### config.mk
export PLATFORM = sky130hd
export DESIGN_NAME = fhtc_cell
export DESIGN_NICKNAME = d
export VERILOG_FILES = /design/src/sv/fhtc_pkg.sv /design/src/sv/fhtc_cell.sv
export SDC_FILE = /design/constraint.sdc
export NUM_CORES = 1
export LEC_CHECK = 0
export ABC_AREA = 1
export BUFFER_PORTS_ARGS = -buffer_cell sky130_fd_sc_hd__buf_4
export CAP_MARGIN = 20
export CORE_MARGIN = 3
export CORE_UTILIZATION = 35
export CTS_BUF_LIST = sky130_fd_sc_hd__clkbuf_16
export CTS_CLUSTER_DIAMETER = 80
export DETAILED_ROUTE_END_ITERATION = 7
export PLACE_DENSITY = 0.55
export SLEW_MARGIN = 10
export SYNTH_ARGS = -nofsm -noshare
export SYNTH_HDL_FRONTEND = slang
export SYNTH_SLANG_ARGS = --single-unit
### constraint.sdc
create_clock -name clk -period 5.85 [get_ports clk]
set_clock_uncertainty 0.2 [all_clocks]
set_input_delay 0.8775 -clock clk [delete_from_list [all_inputs] [get_ports clk]]
set_output_delay 0.8775 -clock clk [all_outputs]
set_load 0.02 [all_outputs]
### src/sv/fhtc_pkg.sv
`timescale 1ns / 1ps

package fhtc_pkg;

    // Field widths of the item channels
    localparam int ADDR_W   = 32;
    localparam int LEN_W    = 32;
    localparam int CMD_W    = 2;
    localparam int RANK_W   = 4;
    localparam int STATUS_W = 3;
    localparam int TOTAL_W  = 5;

    // Command codes
    localparam logic [CMD_W-1:0] CMD_FREE  = 2'd0;
    localparam logic [CMD_W-1:0] CMD_ALLOC = 2'd1;
    localparam logic [CMD_W-1:0] CMD_QUERY = 2'd2;
    localparam logic [CMD_W-1:0] CMD_READ  = 2'd3;

    // Status codes
    localparam logic [STATUS_W-1:0] STS_OK        = 3'd0;
    localparam logic [STATUS_W-1:0] STS_NOT_FOUND = 3'd1;
    localparam logic [STATUS_W-1:0] STS_TOO_SMALL = 3'd2;
    localparam logic [STATUS_W-1:0] STS_FULL      = 3'd3;
    localparam logic [STATUS_W-1:0] STS_RANGE     = 3'd4;

    typedef struct packed {
        logic [CMD_W-1:0]  command;
        logic [ADDR_W-1:0] address;
        logic [LEN_W-1:0]  length;
        logic [RANK_W-1:0] rank;
    } req_item_t;

    typedef struct packed {
        logic [STATUS_W-1:0] status;
        logic [ADDR_W-1:0]   result_address;
        logic [LEN_W-1:0]    result_length;
        logic [TOTAL_W-1:0]  hole_total;
    } rsp_item_t;

    // Sequencer steps
    typedef enum logic [2:0] {
        ST_IDLE,
        ST_FIND,
        ST_REMOVE,
        ST_INS_EVAL,
        ST_INS_COMMIT,
        ST_UNDO,
        ST_READ
    } state_t;

    // Action broadcast to every cell of the row
    typedef enum logic [2:0] {
        CELL_HOLD,
        CELL_REMOVE,
        CELL_INSERT,
        CELL_MERGE_PREV,
        CELL_MERGE_NEXT,
        CELL_MERGE_BOTH
    } cell_op_t;

    // Per-cell match results, reduced at the top
    typedef struct packed {
        logic hit;
        logic small_hole;
        logic eq;
        logic mp;
        logic ms;
        logic ovf_prev;
        logic ovf_next;
        logic ovf_both;
    } cell_flags_t;

endpackage

### src/sv/fhtc_cell.sv
`timescale 1ns / 1ps

module fhtc_cell #(
    parameter int START_W = 32,
    parameter int END_W   = 33
) (
    input  logic                        clk,
    input  logic                        rst_n,
    input  fhtc_pkg::cell_op_t          op,
    input  logic [START_W-1:0]          key_s,
    input  logic [fhtc_pkg::LEN_W-1:0]  key_l,
    input  logic [END_W-1:0]            key_e,
    input  logic                        left_valid,
    input  logic [START_W-1:0]          left_start,
    input  logic [fhtc_pkg::LEN_W-1:0]  left_size,
    input  logic [END_W-1:0]            left_end,
    input  logic                        left_lt,
    input  logic                        right_valid,
    input  logic [START_W-1:0]          right_start,
    input  logic [fhtc_pkg::LEN_W-1:0]  right_size,
    input  logic [END_W-1:0]            right_end,
    input  logic                        right_lt,
    output logic                        valid,
    output logic [START_W-1:0]          start,
    output logic [fhtc_pkg::LEN_W-1:0]  size,
    output logic [END_W-1:0]            hole_end,
    output logic                        lt,
    output fhtc_pkg::cell_flags_t       flags
);

    localparam int LEN_W = fhtc_pkg::LEN_W;

    logic                valid_reg, valid_next;
    logic [START_W-1:0]  start_reg, start_next;
    logic [LEN_W-1:0]    size_reg, size_next;
    logic [END_W-1:0]    end_reg, end_next;

    logic                pos;
    logic                pred;
    logic                succ;
    logic [END_W-1:0]    diff_prev;
    logic [END_W-1:0]    diff_next;
    logic [END_W-1:0]    diff_both;

    // Locate this cell relative to the key: below it, the insert point, or the one just below
    assign lt   = valid_reg && (start_reg < key_s);
    assign pos  = !lt && left_lt;
    assign pred = lt && !right_lt;
    assign succ = pos && valid_reg;

    // Merged sizes for each way this cell can join the new hole
    assign diff_prev = key_e - END_W'(start_reg);
    assign diff_next = end_reg - END_W'(key_s);
    assign diff_both = right_end - END_W'(start_reg);

    // Report matches and merge overflows
    always_comb
    begin
        flags.hit        = valid_reg && (start_reg == key_s);
        flags.small_hole = flags.hit && (size_reg < key_l);
        flags.eq         = succ && (start_reg == key_s);
        flags.mp         = pred && (end_reg == END_W'(key_s));
        flags.ms         = succ && (END_W'(start_reg) == key_e);
        flags.ovf_prev   = pred && (|diff_prev[END_W-1:LEN_W]);
        flags.ovf_next   = succ && (|diff_next[END_W-1:LEN_W]);
        flags.ovf_both   = pred && (|diff_both[END_W-1:LEN_W]);
    end

    // Pick the next contents: hold, take a neighbor, load the key, or merge
    always_comb
    begin
        valid_next = valid_reg;
        start_next = start_reg;
        size_next  = size_reg;
        end_next   = end_reg;
        case (op)
            fhtc_pkg::CELL_REMOVE:
            begin
                if (!lt)
                begin
                    valid_next = right_valid;
                    start_next = right_start;
                    size_next  = right_size;
                    end_next   = right_end;
                end
            end
            fhtc_pkg::CELL_INSERT:
            begin
                if (pos)
                begin
                    valid_next = 1'b1;
                    start_next = key_s;
                    size_next  = key_l;
                    end_next   = key_e;
                end
                else if (!lt)
                begin
                    valid_next = left_valid;
                    start_next = left_start;
                    size_next  = left_size;
                    end_next   = left_end;
                end
            end
            fhtc_pkg::CELL_MERGE_PREV:
            begin
                if (pred)
                begin
                    size_next = diff_prev[LEN_W-1:0];
                    end_next  = key_e;
                end
            end
            fhtc_pkg::CELL_MERGE_NEXT:
            begin
                if (succ)
                begin
                    start_next = key_s;
                    size_next  = diff_next[LEN_W-1:0];
                end
            end
            fhtc_pkg::CELL_MERGE_BOTH:
            begin
                if (pred)
                begin
                    size_next = diff_both[LEN_W-1:0];
                    end_next  = right_end;
                end
                else if (!lt)
                begin
                    valid_next = right_valid;
                    start_next = right_start;
                    size_next  = right_size;
                    end_next   = right_end;
                end
            end
            default:
            begin
            end
        endcase
    end

    // Valid flag
    always_ff @(posedge clk or negedge rst_n)
    begin
        if (!rst_n)
        begin
            valid_reg <= 1'b0;
        end
        else
        begin
            valid_reg <= valid_next;
        end
    end

    // Hole contents
    always_ff @(posedge clk)
    begin
        start_reg <= start_next;
        size_reg  <= size_next;
        end_reg   <= end_next;
    end

    assign valid    = valid_reg;
    assign start    = start_reg;
    assign size     = size_reg;
    assign hole_end = end_reg;

endmodule

---- Word level (Yosys, flattened, before mapping) ----
Index checks and enable logic that the tools add are counted.
word-level totals
  output and inout port bits .............. 107
  input port bits ......................... 300
  flip-flop bits (word level) ............. 98
  logic and storage cells ................. 67
cells by class
  eq/ne operators ......................... 12
  $add $sub $neg .......................... 3
  reductions and logical operators ........ 22
  multiplexer cells ....................... 24
  $lt $le $gt $ge ......................... 2
operators by type and width
  operator                                                               count
  32-bit two-way mux                                                     11
  33-bit two-way mux                                                     5
  32-bit case mux with 5 select lines                                    1
  33-bit case mux with 4 select lines                                    1
  32-bit case mux with 4 select lines                                    1
  33-bit by 32-bit subtractor with 33-bit output                         3
  32-bit < comparator                                                    2
  32-bit by 33-bit equality test with 1-bit output                       1
  33-bit by 32-bit equality test with 1-bit output                       1
  32-bit equality test                                                   1
  1-bit logical AND                                                      12
  4-bit AND reduction                                                    2
  4-bit nonzero test                                                     2
  3-bit by 2-bit equality test with 1-bit output, second input constant  2
  3-bit equality test, second input constant                             2
  2-bit inequality test, second input constant                           3
  3-bit AND reduction                                                    2
  5-bit nonzero test                                                     1
  1-bit two-way mux                                                      4
  3-bit by 1-bit equality test with 1-bit output, second input constant  1
  3-bit inequality test, second input constant                           1
  1-bit case mux with 3 select lines                                     1
  3-bit nonzero test                                                     1
  1-bit logical NOT                                                      2

---- Logic depth before layout (Yosys ltp) ----
  depth in word-level cells ............... 7
  depth in mapped cells ................... 20

---- Least setup slack after synthesis ----
OpenSTA, ideal clock, no wires.
  path type ............................... input port to flip-flop
  from .................................... input port key_s[31]
  to ...................................... register start_reg[0], in the netlist start[0] (enable)
  path buffers ............................ 1
  data arrival time ....................... 3906 ps
  stages on the path ...................... 13
  library setup time ...................... 432 ps
  slack ................................... 1312 ps
  path through ............................ inv_1 -> ha_1 -> nand2_1 -> nor2_1 -> nand2_1 -> nor2_1 -> nand2_2 -> nand2_4 -> nand2_4 -> buf_2 -> nor2_1 -> o22ai_1 -> a21oi_1
on the way
  word-level cells in the longest chain between the ends .. 7
  elaborated cells on any way between the ends .. 10
  classes of those cells .................. order compare: 1; eq/ne: 3; reduce/logical: 6
RTL lines
  what                                      line              source
  from (decl)                               fhtc_cell.sv:10   input logic [START_W-1:0] key_s,
  32-bit < comparator (*)                   fhtc_cell.sv:46   assign lt = valid_reg && (start_reg < key_s);
  1-bit logical AND (*)                     fhtc_cell.sv:46
  1-bit logical NOT                         -
  1-bit logical AND                         fhtc_cell.sv:47   assign pos = !lt && left_lt;
  1-bit logical AND                         fhtc_cell.sv:49   assign succ = pos && valid_reg;
  2-bit inequality test (no source line)    -
  4-bit AND reduction (no source line) (*)  -
  to (signal assigned)                      fhtc_cell.sv:157  start_reg <= start_next;
  to (decl)                                 fhtc_cell.sv:34   logic [START_W-1:0] start_reg, start_next;
Mark *: on every way between the ends. The rest lies on a longest branch, timed or not.
A chain may end at the register's enable or synchronous reset.

==> metrics.md <==
| Metric | Value |
|---|---|
| VDD IR max | `approximately 0.14 mV` |
| Post-DRT Antenna Nets | `0` |
| Top FF cell, synth | `edfxtp_1` |
| Worst setup SP type | `primary input` |
| Slew Limit Headroom | `roughly two fifths` |
| Gr usage total | `roughly a third` |
| Site Rows | `76` |
| Clk slew on worst S/H paths | `90 ps` |
| Largest net degree at the start of global routing | `61` |
| Status | `complete, no violations` |
| Synth Register Bits | `98` |
| Fin area | `0.0195 sq mm` |
| P_sw | `2.24 mW` |
| Vias in the first global route | `approximately 18000` |
| Worst-margin pin slew | `907 ps` |
| Die height | `roughly 220 um` |
| # Post-CTS Setup Buffers | `0` |
| First-pass GRT wire length | `~120000 um` |
| Synth unique cells | `46` |
| Synth-to-Final Area Change | `25.5%` |
| Final net count | `between 3000 and 4000` |
| CP Capture Type | `output pin` |
| Clock buffer count from CTS | `9` |
| IO Pins | `407` |
| Max reg flops | `33` |
| Clk root buf | `clkbuf_16` |
| Seq pwr share | `roughly a quarter` |
| # clock sinks | `98` |
| Pins Over Slew Limit | `0` |
| Mapped Area | `0.0155 sq mm` |
| Max Clk Rate | `205 MHz` |
| Synth Warn # | `0` |
| RSZ-0062 raised after global routing | `false` |
| Die X | `217 um` |
| Fin crit share | `83.3%` |
| Clock share of power | `~16%` |
| Bufs on Longest Clock Path | `2` |
| Ys async rst share | `1.02%` |
| Critical path type | `in2out` |
| Drt drc | `0` |
| Hold Path Class | `reg2reg` |
| Crit path max fanout | `37` |
| Vias per inst | `5.51` |
| Grt ovf | `0` |
| EDFF count, synth | `97` |
| P_int | `2.14 mW` |
| DR iter-0 viols | `2061` |
| Core area | `0.0435 sq mm` |
| Starting Density | `35.7%` |
| Port bufs | `about 410` |
| Crit path time final | `4880 ps` |
| Worst path arrival time | `roughly 3800 ps` |
| Fin. Hold Viols | `0` |
| 1st-pass router iterations | `6` |
| H-tree depth | `3` |
| Synth Area per Inst | `6.20 sq um` |
| Buf/Inv on CP | `4` |
| Share of cells above drive strength 1 | `a little under a fifth` |
| Leakage | `9.58 nW` |
| CP required | `4770 ps` |
| Setup TNS Final | `0 ps` |
| Top cell family by delay on the critical path | `simple AND/OR/NAND/NOR gates` |
| Skew-Pair Late Insertion Delay | `420 ps` |
| Post-synthesis cell count | `around 2500` |
| Crit-path max cell delay | `460 ps` |
| Final Wtd Congestion | `1.03` |
| PwrDens | `~230 mW/mm^2` |
| Most Frequent Cell on Critical Path | `nor2_1` |
| Setup-failing EPs final | `0` |
| Placed Instance Area | `around 0.019 sq mm` |
| Register area share after synthesis | `18.9%` |
| Initial antenna violation count | `3` |
| Detailed placer's ending HPWL | `68200 um` |
| Drt total wl | `81400 um` |
| Die area | `about 0.047 sq mm` |
| DR WL/cell | `23.5 um` |
| Via count | `19100` |
| Syn_nets | `around 3000` |
| Max stage delay cell, worst path | `nand2_4` |
| CTS tree | `done` |
| Crit path cell chain | `buf_4 -> inv_1 -> ha_1 -> nand2_1 -> nor2_1 -> nand2_1 -> nor2_1 -> nand2_2 -> nand2_4 -> nand2_4 -> nor2_1 -> inv_1 -> nor4_1 -> buf_4` |
| Gate power share | `59.9%` |
| Max-cap violations | `0` |
| Sw Ratio | `51.1%` |
## worst paths after layout
check	from	endpoint	slack [ps]	cells after the start
max in group asynchronous	rst_n	valid$_DFFE_PN0P_	4790	2
setup reg to reg	start[31]$_DFFE_PP_	size[27]$_DFFE_PP_	1680	13
min in group asynchronous	rst_n	valid$_DFFE_PN0P_	580	2
hold reg to reg	valid$_DFFE_PN0P_	valid$_DFFE_PN0P_	430	2
hold / removal	valid$_DFFE_PN0P_	valid$_DFFE_PN0P_	430	2
setup / recovery	key_s[31]	flags[3]	970	14
## power groups by stage
stage	registers (mW)	clock network, mW	logic, mW
2_1_floorplan	1.15	0	1.50
3_3_place_gp	1.08	0	2.56
3_5_place_dp	1.08	0	2.57
4_1_cts	1.07	0.708	2.59
5_1_grt	1.08	0.730	2.88
6_report	1.07	0.692	2.63
## synth_stat cells (13+ instances only)
| master | instances | area (sq um) |
|---|---|---|
| a21o_1 | 14 | 105 |
| a21oi_1 | 192 | 961 |
| a22oi_1 | 25 | 188 |
| buf_2 | 23 | 115 |
| clkbuf_1 | 33 | 124 |
| edfxtp_1 | 97 | 2910 |
| ha_1 | 159 | 1990 |
| inv_1 | 306 | 1150 |
| nand2_1 | 678 | 2540 |
| nand3_1 | 224 | 1120 |
| nand3b_1 | 16 | 120 |
| nand4_1 | 20 | 125 |
| nor2_1 | 293 | 1100 |
| nor3_1 | 25 | 125 |
| o211ai_1 | 48 | 360 |
| o211ai_2 | 40 | 500 |
| o21ai_0 | 143 | 716 |
| o21bai_1 | 17 | 128 |
| or2_1 | 20 | 125 |
| or2_2 | 26 | 163 |
| xor2_1 | 13 | 114 |
## layout make-up
| class | instances | area [sq um] |
|---|---|---|
| Timing Repair Buffer | 433 | 3280 |
| Multi-Input combinational cell | 2020 | 11100 |
| Sequential cell | 98 | 2940 |
| Antenna cell | 2 | 5.00 |
| Clock inverter | 7 | 71.3 |
| Clock buffer | 9 | 225 |
| Inverter | 310 | 1170 |
| Fill cell | 4714 | 24000 |
| Tap cell | 585 | 732 |
## per-layer routing
| layer | global-route usage (%) | vias to the layer above | share of wire [%] | routed length, um |
|---|---|---|---|---|
| met4 | 12.9 | 4 | 4.1 | 3330 |
| li1 | - | 9162 | - | - |
| met2 | 54.6 | 865 | 46 | 37100 |
| met1 | 44.4 | 8948 | 43 | 35200 |
| met3 | 5.43 | 122 | 7.1 | 5800 |
| met5 | 0 | - | 0.028 | 23 |
## worst register-to-register path: stages, from the launching register on
cell and delay (ps):
edfxtp_1 550, ha_1 360, nand2_1 70, nor2_1 140, nand2_1 150, nor2_1 260
nand2_2 290, nand2_4 460, buf_4 610, nand3_1 320, nand3_1 150, nand2_1 60
nor2_1 170, nand3_1 110
## stage by stage
stage               utilization (%)  power, mW  hold slack, ps  std cells  setup slack, ps
floorplan                         -       2.64             382       2503             1310
finish                         44.8       4.39             428       3464              974
global placement               44.1       3.64             399       3445             1110
global route                   44.8       4.69             496       3463              807
CTS                            44.8       4.36             422       3462             1010
detailed placement             44.1       3.66             400       3445             1020
## placed cells by master (no fill, tap or decap), drive strengths merged, types with 13 or more instances in the layout
cell type	n
nand2	683
buf	432
inv	312
nor2	293
nand3	225
a21oi	193
ha	159
o21ai	147
edfxtp	97
o211ai	88
or2	46
a22oi	25
nor3	25
nand4	20
o21bai	17
nand3b	16
a21o	14
xor2	13
## logic make-up after synthesis
logic type                 Yosys count  synth area share, %
AOI/OAI and AO/OA                  514                 20.7
xor gates and xnor gates            23                 1.30
adders and majority gates          162                 13.2
buffers and inverters              385                 10.0
DFF                                 98                 18.9
and+or+nand+nor                   1321                 35.9
## timing repair
action                    CTS  global route
resized for setup           0             0
hold endpoints to repair    1             0
hold buffers                1             0
No activity file was read; power rests on OpenSTA's default activity.
